<file path="src/rtl/core/pse_pkg.sv">
`default_nettype none

package pse_pkg;

   localparam int unsigned DATA_W  = 32;
   localparam int unsigned DEPTH_W = 8;

   typedef enum logic [2:0] {
      OP_PUSH = 3'd0,
      OP_ADD  = 3'd1,
      OP_SUB  = 3'd2,
      OP_MUL  = 3'd3,
      OP_DIV  = 3'd4,
      OP_END  = 3'd5
   } op_type;

   typedef enum logic [1:0] {
      ST_OK    = 2'd0,
      ST_FULL  = 2'd1,
      ST_UNDER = 2'd2,
      ST_DIVZ  = 2'd3
   } status_type;

   typedef enum logic [1:0] {
      SEQ_IDLE,
      SEQ_READ,
      SEQ_EXEC
   } seq_state_type;

   typedef enum logic [1:0] {
      ALU_IDLE,
      ALU_RUN,
      ALU_FIX
   } alu_state_type;

   typedef struct packed {
      logic   start;
      op_type op;
   } alu_cmd_type;

   typedef struct packed {
      logic              done;
      logic [DATA_W-1:0] result;
   } alu_rsp_type;

endpackage

`default_nettype wire

</file>
<file path="src/rtl/core/pse_if.sv">
`default_nettype none

interface pse_req_if;
   logic               valid;
   logic               ready;
   logic        [2:0]  operation;
   logic signed [31:0] number;

   modport source (output valid, output operation, output number, input ready);
   modport sink   (input valid, input operation, input number, output ready);
endinterface

interface pse_rsp_if;
   logic               valid;
   logic               ready;
   logic signed [31:0] top_value;
   logic        [1:0]  status;
   logic        [7:0]  stack_depth;
   logic               final_res;

   modport source (output valid, output top_value, output status, output stack_depth,
                   output final_res, input ready);
   modport sink   (input valid, input top_value, input status, input stack_depth,
                   input final_res, output ready);
endinterface

`default_nettype wire

</file>
<file path="src/rtl/core/pse_ram.sv">
`default_nettype none

module pse_ram #(
   parameter int unsigned WIDTH = 32,
   parameter int unsigned DEPTH = 128
) (
   input  wire logic                     clock,
   input  wire logic                     wr_en,
   input  wire logic [$clog2(DEPTH)-1:0] wr_addr,
   input  wire logic [WIDTH-1:0]         wr_data,
   input  wire logic [$clog2(DEPTH)-1:0] rd_addr,
   output      logic [WIDTH-1:0]         rd_data
);

   logic [WIDTH-1:0] mem_ff [DEPTH];

   always_ff @(posedge clock) begin
      if (wr_en) begin
         mem_ff[wr_addr] <= wr_data;
      end
      rd_data <= mem_ff[rd_addr];
   end

endmodule

`default_nettype wire

</file>
<file path="src/rtl/core/pse_alu.sv">
`default_nettype none

module pse_alu (
   input  wire logic                  clock,
   input  wire logic                  reset,
   input  wire pse_pkg::alu_cmd_type  cmd,
   input  wire logic [31:0]           a,
   input  wire logic [31:0]           b,
   output      pse_pkg::alu_rsp_type  rsp
);

   import pse_pkg::*;

   alu_state_type state_ff, state_in;
   op_type        op_ff, op_in;
   logic [31:0]   acc_ff, acc_in;
   logic [31:0]   q_ff, q_in;
   logic [31:0]   m_ff, m_in;
   logic [4:0]    cnt_ff, cnt_in;
   logic          neg_ff, neg_in;
   logic          done_ff, done_in;
   logic [31:0]   result_ff, result_in;

   logic [33:0]   add_x;
   logic [33:0]   add_y;
   logic          add_cin;
   logic [33:0]   sum;
   logic [31:0]   abs_a;
   logic [31:0]   abs_b;

   assign abs_a = a[31] ? (~a + 32'd1) : a;
   assign abs_b = b[31] ? (~b + 32'd1) : b;
   assign sum   = add_x + add_y + {33'd0, add_cin};

   always_ff @(posedge clock) begin
      if (reset) begin
         state_ff <= ALU_IDLE;
         done_ff  <= 1'b0;
      end else begin
         state_ff <= state_in;
         done_ff  <= done_in;
      end
      op_ff     <= op_in;
      acc_ff    <= acc_in;
      q_ff      <= q_in;
      m_ff      <= m_in;
      cnt_ff    <= cnt_in;
      neg_ff    <= neg_in;
      result_ff <= result_in;
   end

   always_comb begin
      state_in  = state_ff;
      op_in     = op_ff;
      acc_in    = acc_ff;
      q_in      = q_ff;
      m_in      = m_ff;
      cnt_in    = cnt_ff;
      neg_in    = neg_ff;
      done_in   = 1'b0;
      result_in = result_ff;
      add_x     = '0;
      add_y     = '0;
      add_cin   = 1'b0;
      case (state_ff)
         ALU_IDLE: begin
            add_x = {2'b00, a};
            if (cmd.op == OP_SUB) begin
               add_y   = ~{2'b00, b};
               add_cin = 1'b1;
            end else begin
               add_y = {2'b00, b};
            end
            if (cmd.start) begin
               op_in  = cmd.op;
               acc_in = '0;
               cnt_in = '0;
               case (cmd.op)
                  OP_MUL: begin
                     m_in     = a;
                     q_in     = b;
                     neg_in   = 1'b0;
                     state_in = ALU_RUN;
                  end
                  OP_DIV: begin
                     m_in     = abs_b;
                     q_in     = abs_a;
                     neg_in   = a[31] ^ b[31];
                     state_in = ALU_RUN;
                  end
                  default: begin
                     result_in = sum[31:0];
                     done_in   = 1'b1;
                  end
               endcase
            end
         end
         ALU_RUN: begin
            if (op_ff == OP_MUL) begin
               add_x  = {2'b00, acc_ff[30:0], 1'b0};
               add_y  = q_ff[31] ? {2'b00, m_ff} : '0;
               acc_in = sum[31:0];
               q_in   = {q_ff[30:0], 1'b0};
            end else begin
               add_x   = {1'b0, acc_ff, q_ff[31]};
               add_y   = ~{2'b00, m_ff};
               add_cin = 1'b1;
               if (!sum[33]) begin
                  acc_in = sum[31:0];
                  q_in   = {q_ff[30:0], 1'b1};
               end else begin
                  acc_in = {acc_ff[30:0], q_ff[31]};
                  q_in   = {q_ff[30:0], 1'b0};
               end
            end
            cnt_in = cnt_ff + 5'd1;
            if (cnt_ff == 5'd31) begin
               state_in = ALU_FIX;
            end
         end
         ALU_FIX: begin
            if (op_ff == OP_MUL) begin
               add_x = {2'b00, acc_ff};
            end else if (neg_ff) begin
               add_y   = {2'b00, ~q_ff};
               add_cin = 1'b1;
            end else begin
               add_y = {2'b00, q_ff};
            end
            result_in = sum[31:0];
            done_in   = 1'b1;
            state_in  = ALU_IDLE;
         end
         default: begin
            state_in = ALU_IDLE;
         end
      endcase
   end

   assign rsp.done   = done_ff;
   assign rsp.result = result_ff;

endmodule

`default_nettype wire

</file>
<file path="src/rtl/core/postfix_stack_evaluator_top.sv">
`default_nettype none

// Postfix integer expression evaluator. Each request beat carries one token: a
// number to push, an operator that replaces the two top entries by their result,
// or an end mark that reports and clears the stack. Every token yields exactly one
// response beat. The top entry lives in a register and the rest of the stack in a
// RAM with one read and one write port, so an operator costs one RAM read. Push,
// end, faulted tokens and unknown codes respond in the cycle after acceptance. Add and
// subtract pass through the sequencer's read state and the registered result of the
// shared arithmetic unit before they respond, and multiply and divide also run its
// 32-step shift-add and shift-subtract loop. A new request is taken only while the
// sequencer is idle and the response register is free or being emptied. No clearing
// pass is needed after reset.
module postfix_stack_evaluator_top #(
   parameter int unsigned STACK_DEPTH = 128
) (
   input  wire logic  clock,
   input  wire logic  reset,
   pse_req_if.sink    req_bus,
   pse_rsp_if.source  rsp_bus
);

   import pse_pkg::*;

   localparam int unsigned CW = $clog2(STACK_DEPTH + 1);
   localparam int unsigned AW = $clog2(STACK_DEPTH);

   seq_state_type     state_ff, state_in;
   logic [CW-1:0]     count_ff, count_in;
   logic [DATA_W-1:0] top_ff, top_in;
   op_type            op_ff, op_in;

   logic              rsp_valid_ff, rsp_valid_in;
   logic [DATA_W-1:0] rsp_top_ff, rsp_top_in;
   status_type        rsp_status_ff, rsp_status_in;
   logic [CW-1:0]     rsp_depth_ff, rsp_depth_in;
   logic              rsp_final_ff, rsp_final_in;

   logic              accept;
   logic              slot_free;
   op_type            req_op;
   logic [CW-1:0]     count_m1;
   logic [CW-1:0]     count_m2;
   logic [DATA_W-1:0] top_or_zero;

   logic              ram_we;
   logic [DATA_W-1:0] ram_rdata;
   alu_cmd_type       alu_cmd;
   alu_rsp_type       alu_rsp;

   assign slot_free     = !rsp_valid_ff || rsp_bus.ready;
   assign req_bus.ready = (state_ff == SEQ_IDLE) && slot_free;
   assign accept        = req_bus.valid && req_bus.ready;
   assign req_op        = op_type'(req_bus.operation);
   assign count_m1      = count_ff - CW'(1);
   assign count_m2      = count_ff - CW'(2);
   assign top_or_zero   = (count_ff != '0) ? top_ff : '0;

   pse_ram #(
      .WIDTH(DATA_W),
      .DEPTH(STACK_DEPTH)
   ) u_stack_ram (
      .clock   (clock),
      .wr_en   (ram_we),
      .wr_addr (count_m1[AW-1:0]),
      .wr_data (top_ff),
      .rd_addr (count_m2[AW-1:0]),
      .rd_data (ram_rdata)
   );

   pse_alu u_alu (
      .clock (clock),
      .reset (reset),
      .cmd   (alu_cmd),
      .a     (ram_rdata),
      .b     (top_ff),
      .rsp   (alu_rsp)
   );

   always_ff @(posedge clock) begin
      if (reset) begin
         state_ff     <= SEQ_IDLE;
         count_ff     <= '0;
         rsp_valid_ff <= 1'b0;
      end else begin
         state_ff     <= state_in;
         count_ff     <= count_in;
         rsp_valid_ff <= rsp_valid_in;
      end
      top_ff        <= top_in;
      op_ff         <= op_in;
      rsp_top_ff    <= rsp_top_in;
      rsp_status_ff <= rsp_status_in;
      rsp_depth_ff  <= rsp_depth_in;
      rsp_final_ff  <= rsp_final_in;
   end

   always_comb begin
      state_in      = state_ff;
      count_in      = count_ff;
      top_in        = top_ff;
      op_in         = op_ff;
      rsp_valid_in  = rsp_valid_ff && !rsp_bus.ready;
      rsp_top_in    = rsp_top_ff;
      rsp_status_in = rsp_status_ff;
      rsp_depth_in  = rsp_depth_ff;
      rsp_final_in  = rsp_final_ff;
      ram_we        = 1'b0;
      alu_cmd.start = 1'b0;
      alu_cmd.op    = op_ff;
      case (state_ff)
         SEQ_IDLE: begin
            if (accept) begin
               op_in         = req_op;
               rsp_valid_in  = 1'b1;
               rsp_status_in = ST_OK;
               rsp_final_in  = 1'b0;
               rsp_top_in    = top_or_zero;
               rsp_depth_in  = count_ff;
               case (req_op)
                  OP_PUSH: begin
                     if (count_ff == CW'(STACK_DEPTH)) begin
                        rsp_status_in = ST_FULL;
                     end else begin
                        ram_we       = (count_ff != '0);
                        top_in       = req_bus.number;
                        count_in     = count_ff + CW'(1);
                        rsp_top_in   = req_bus.number;
                        rsp_depth_in = count_ff + CW'(1);
                     end
                  end
                  OP_ADD, OP_SUB, OP_MUL, OP_DIV: begin
                     if (count_ff < CW'(2)) begin
                        rsp_status_in = ST_UNDER;
                     end else if (req_op == OP_DIV && top_ff == '0) begin
                        rsp_status_in = ST_DIVZ;
                     end else begin
                        rsp_valid_in = 1'b0;
                        state_in     = SEQ_READ;
                     end
                  end
                  OP_END: begin
                     if (count_ff == '0) begin
                        rsp_status_in = ST_UNDER;
                     end else begin
                        rsp_final_in = 1'b1;
                        rsp_depth_in = '0;
                        count_in     = '0;
                     end
                  end
                  default: begin
                  end
               endcase
            end
         end
         SEQ_READ: begin
            alu_cmd.start = 1'b1;
            state_in      = SEQ_EXEC;
         end
         SEQ_EXEC: begin
            if (alu_rsp.done) begin
               top_in        = alu_rsp.result;
               count_in      = count_m1;
               rsp_valid_in  = 1'b1;
               rsp_top_in    = alu_rsp.result;
               rsp_status_in = ST_OK;
               rsp_depth_in  = count_m1;
               rsp_final_in  = 1'b0;
               state_in      = SEQ_IDLE;
            end
         end
         default: begin
            state_in = SEQ_IDLE;
         end
      endcase
   end

   assign rsp_bus.valid       = rsp_valid_ff;
   assign rsp_bus.top_value   = rsp_top_ff;
   assign rsp_bus.status      = rsp_status_ff;
   assign rsp_bus.stack_depth = DEPTH_W'(rsp_depth_ff);
   assign rsp_bus.final_res   = rsp_final_ff;

endmodule

`default_nettype wire
</file>
<file path="src/flat_wrapper.sv">
// flat-port wrapper written by rule: the top's interface ports become plain ports
module postfix_stack_evaluator_top_flat import pse_pkg::*;
#(
   parameter int unsigned STACK_DEPTH = 128
)
  (clock, reset, req_bus_valid, req_bus_operation, req_bus_number, req_bus_ready, rsp_bus_valid, rsp_bus_top_value, rsp_bus_status, rsp_bus_stack_depth, rsp_bus_final_res, rsp_bus_ready);
  pse_req_if req_bus_i ();
  pse_rsp_if rsp_bus_i ();
  input  wire logic clock;
  input  wire logic reset;
  input wire logic [$bits(req_bus_i.valid)-1:0] req_bus_valid;
  input wire logic [$bits(req_bus_i.operation)-1:0] req_bus_operation;
  input wire logic [$bits(req_bus_i.number)-1:0] req_bus_number;
  output wire logic [$bits(req_bus_i.ready)-1:0] req_bus_ready;
  output wire logic [$bits(rsp_bus_i.valid)-1:0] rsp_bus_valid;
  output wire logic [$bits(rsp_bus_i.top_value)-1:0] rsp_bus_top_value;
  output wire logic [$bits(rsp_bus_i.status)-1:0] rsp_bus_status;
  output wire logic [$bits(rsp_bus_i.stack_depth)-1:0] rsp_bus_stack_depth;
  output wire logic [$bits(rsp_bus_i.final_res)-1:0] rsp_bus_final_res;
  input wire logic [$bits(rsp_bus_i.ready)-1:0] rsp_bus_ready;
  assign req_bus_i.valid = req_bus_valid;
  assign req_bus_i.operation = req_bus_operation;
  assign req_bus_i.number = req_bus_number;
  assign req_bus_ready = req_bus_i.ready;
  assign rsp_bus_valid = rsp_bus_i.valid;
  assign rsp_bus_top_value = rsp_bus_i.top_value;
  assign rsp_bus_status = rsp_bus_i.status;
  assign rsp_bus_stack_depth = rsp_bus_i.stack_depth;
  assign rsp_bus_final_res = rsp_bus_i.final_res;
  assign rsp_bus_i.ready = rsp_bus_ready;
  postfix_stack_evaluator_top #(.STACK_DEPTH(STACK_DEPTH)) u_core (.clock(clock), .reset(reset), .req_bus(req_bus_i), .rsp_bus(rsp_bus_i));
endmodule
</file>
<file path="config.mk">
export PLATFORM = sky130hd
export DESIGN_NAME = postfix_stack_evaluator_top_flat
export DESIGN_NICKNAME = d
export VERILOG_FILES = /design/src/rtl/core/pse_pkg.sv /design/src/rtl/core/pse_if.sv /design/src/rtl/core/pse_ram.sv /design/src/rtl/core/pse_alu.sv /design/src/rtl/core/postfix_stack_evaluator_top.sv /design/src/flat_wrapper.sv
export SDC_FILE = /design/constraint.sdc
export NUM_CORES = 2
export LEC_CHECK = 0
export CORE_MARGIN = 10
export CORE_UTILIZATION = 55
export DETAILED_ROUTE_END_ITERATION = 7
export DONT_BUFFER_PORTS = 1
export PLACE_DENSITY = 0.73
export SLEW_MARGIN = 0
export SYNTH_ARGS = -nofsm -noshare
export SYNTH_HDL_FRONTEND = slang
export SYNTH_SLANG_ARGS = --single-unit
</file>
<file path="constraint.sdc">
create_clock -name clock -period 4.7 [get_ports clock]
set_input_delay 0.235 -clock clock [delete_from_list [all_inputs] [get_ports clock]]
set_output_delay 0.235 -clock clock [all_outputs]
set_load 0.01 [all_outputs]
</file>
==> run_results.csv <==
group,metric,value,unit
run_status,status,"complete, no violations",
grt,grt_util_met2,0.413,
grt,grt_use_met3,0.0522,
worst_setup_path,required,5.45,ns
power,p_leak,59.8,nW
floorplanning,rows,205,
clock_tree,cts_root_buffer,"clkbuf_16",
detailed_routing,ant_nets,0,
clock_tree,cts_max_level,5,
yosys,yosysUniqueCellTypes,66,
clock_tree,clkTransAtPathRegs,0.06,ns
final_layout,fin_area,195000,µm²
final_layout,multi_input_area,40900,µm²
detailed_routing,drt-initial-drc-count,12700,
detailed_routing,via_per_inst,6.69,
floorplanning,die_h,579,µm
run,cap_violations,0,
yosys,avgSynthCellArea,21.7,µm²
yosys,synth-seq-cells,4357,
sta,timing.fmax,0.224,GHz
worst_setup_path,ff2ff_path_depth,9,
final_layout,utilization,0.626,
floorplanning,pin_count,84,
hold_path,min_to,"u_core.top_ff[16]",
grt,grt_pass1_wl,634000,µm
worst_setup_path,r2r_start,"u_core.count_ff[0]",
yosys,async_flop_share,0,
place,portBuffers,0,
power,ir_drop,0.000301,V
yosys,synth_top_cell_area_share,0.753,
worst_setup_path,crit_arrival,5.22,ns
sta,setup_viol,0,
sta,rsz0062_at_grt,"false",
clock_tree,cts_tree,"built",
yosys,synth_common_cells,"edfxtp_1 (4,311), mux4_2 (1,280), nand2_1 (387)",
yosys,synthTopCellsByArea,"edfxtp_1 (75%), mux4_2 (17%), nand2_1 (0.84%)",
yosys,synth_top_area_cell,"edfxtp_1",
yosys,yosysMostFrequentCell,"edfxtp_1",
place,place.gp.congestion,0.925,
final_layout,fin_nets,8435,
final_layout,syn2layout_area_growth,13.4,%
worst_setup_path,reg2reg_to,"u_core.u_stack_ram.rd_data[27]",
clock_tree,clock_latency,0.97,ns
clock_tree,post_cts_buffers,0,
worst_setup_path,endpoint_kind,"flop",
final_layout,fillers,20100,
grt,use_met1,0.375,
hold_path,hold_class,"in2reg",
grt,grt_pass1_vias,86300,
yosys,ys_seq_area_frac,0.758,
yosys,syn-instance-count,7939,
clock_tree,cts-buffers-inserted,417,
grt,grt_max_degree,154,
grt,grt.busiest_layer,"met2",
worst_setup_path,worstSetupStartpointType,"flop",
sta,slew_headroom,0.0529,
yosys,synth_area,172000,µm²
grt,antenna_found_initial,25,
final_layout,drive_above_1_share,0.295,
detailed_routing,wl,444000,µm
worst_setup_path,critPathBufInv,4,
detailed_routing,drc_errors,0,
hold_path,hold_depth,3,
sta,hold_violations,0,
worst_setup_path,cpLargestDelayFamily,"multiplexers",
worst_setup_path,cp_slowest_stage_delay,0.80,ns
worst_setup_path,critical-path-slowest-cell,"dfxtp_4",
floorplanning,die_w,579,µm
floorplanning,start_util,0.552,
final_layout,ff_latch_area,130000,µm²
yosys,ys.flop_type,"edfxtp_1",
worst_setup_path,crit_type,"reg2reg",
sta,fin_crit_sh,0.952,
grt,overflow,0,
sta,tightest_slew,1.41,ns
yosys,synth_edf_count,4311,
worst_setup_path,crit_fanout,30,
worst_setup_path,rrSetupSlack,0.23,ns
floorplanning,die_area,335000,µm²
detailed_routing,drt_first_pass_iters,6,
clock_tree,clock-sinks,4357,
yosys,yosysWarnings,0,
power,p_per_area,462,nW/µm²
sta,skew,0.0640,ns
floorplanning,coreArea,312000,µm²
worst_setup_path,crit_start,"u_core.count_ff[0]",
detailed_routing,post_drt_wl_per_cell,34.6,µm
yosys,syn-num-nets,8021,
sta,period_needed,4.47,ns
hold_path,holdCritStartpoint,"req_bus_number[16]",
place,dpl.hpwl,240000,µm
sta,maxSlewViolCount,0,
grt,grt_usage,0.263,
worst_setup_path,cp_cell_sequence,"buf_12, buf_12, buf_4, buf_4, mux4_2, mux4_2, mux2_2, o211ai_1, o21ai_0",
clock_tree,clock_path_buffers,4,
place,place_area,181000,µm²
detailed_routing,via_count,86100,
power by group:
group	total [mW]	internal [mW]	switching, mW	leakage (nW)
Combinational	12.9	5.14	7.81	13.9
Clock	33.6	19.1	14.4	6.68
Sequential	43.7	43.1	0.570	39.2
layer usage:
layer	vias to the layer above	routed length (µm)
met5	-	57
met1	45600	167000
li1	34100	-
met4	8	18200
met3	780	47600
met2	5509	211000
timing repair:
action                     4_1_cts  5_1_grt
hold endpoints to repair        91        0
hold buffers                    40        0
setup endpoints to repair        0        4
gates resized for setup          0        1
per-stage QoR:
stage	TNS, ns	worst slack [ns]	std cells	total power [mW]	hold WS [ns]
floorplan	-5.30	-0.175	7939	52.0	0.308
global placement	0	0.255	12000	57.0	0.309
detailed placement	0	0.252	12000	57.2	0.316
CTS	0	0.218	12800	90.5	0.000721
global route	0	0.0299	12800	92.7	0.0599
finish	0	0.228	12900	90.2	0.0641
cells by family (layout without fill, tap and decap cells):
kind of cell,Yosys count,count (layout),synth area share
other,0,12,0
buffers and inverters,493,1258,0.0108
AOI/OAI and AO/OA,563,563,0.0195
DFF,4357,4357,0.758
muxes,1447,1447,0.178
adders and majority gates,43,43,0.00322
and+or+nand+nor,873,873,0.0221
xor gates and xnor gates,163,163,0.00830
state kept, by name (all words and copies together) (netlist names), 32 cells and up:
signal                      cells
u_core.rsp_bus.top_value       32
u_core.top_ff                  32
u_core.u_alu.acc_ff            32
u_core.u_alu.m_ff              32
u_core.u_alu.q_ff              32
u_core.u_alu.result_ff         32
u_core.u_stack_ram.mem_ff    4096
u_core.u_stack_ram.rd_data     32
worst max path at each step:
stage	slack [ns]	cells past startpoint	to
4_1_cts	0.22	9	u_core.u_stack_ram.rd_data[27]
5_1_grt	0.03	15	u_core.u_alu.acc_ff[5]
6_report	0.23	9	u_core.u_stack_ram.rd_data[27]
3_5_place_dp	0.25	9	u_core.u_stack_ram.rd_data[27]
2_1_floorplan	-0.18	13	u_core.u_alu.acc_ff[10]
3_3_place_gp	0.25	9	u_core.u_stack_ram.rd_data[27]
final cells by class:
| type | instances | area share |
|---|---|---|
| diodes | 12 | 0.000154 |
| clock buffers | 496 | 0.0558 |
| inverters | 23 | 0.000443 |
| multi-input cells | 3089 | 0.210 |
| well taps | 4140 | 0.0266 |
| repair buffers | 465 | 0.0248 |
| clock inverters | 274 | 0.0143 |
| flip-flops and latches | 4357 | 0.668 |
cell usage in the layout (no fill, tap or decap), drive strengths merged, types with 10 or more instances in the layout:
cell type       n
a21oi         130
nor2          249
xor2           96
clkbuf        496
nand3          89
nor3           19
mux4         1280
nand2         387
a31oi          12
and3           44
a211oi         11
edfxtp       4311
clkinvlp       17
or3            16
ha             41
a21o           20
inv            33
dfxtp          46
a22oi          32
mux2i         103
o31ai          24
buf           425
clkinv        200
dlygate4sd3    40
xnor2          67
o211ai         40
o21ai         226
diode          12
mux2           64
o22ai          32
bufinv         47
and2           10
worst register-to-register path, stage by stage (launching register included):
cell,delay [ns]
dfxtp_4,0.80
buf_12,0.28
buf_12,0.29
buf_4,0.28
buf_4,0.22
mux4_2,0.52
mux4_2,0.56
mux2_2,0.38
o211ai_1,0.59
o21ai_0,0.32
(Power assumes the default switching activity.)
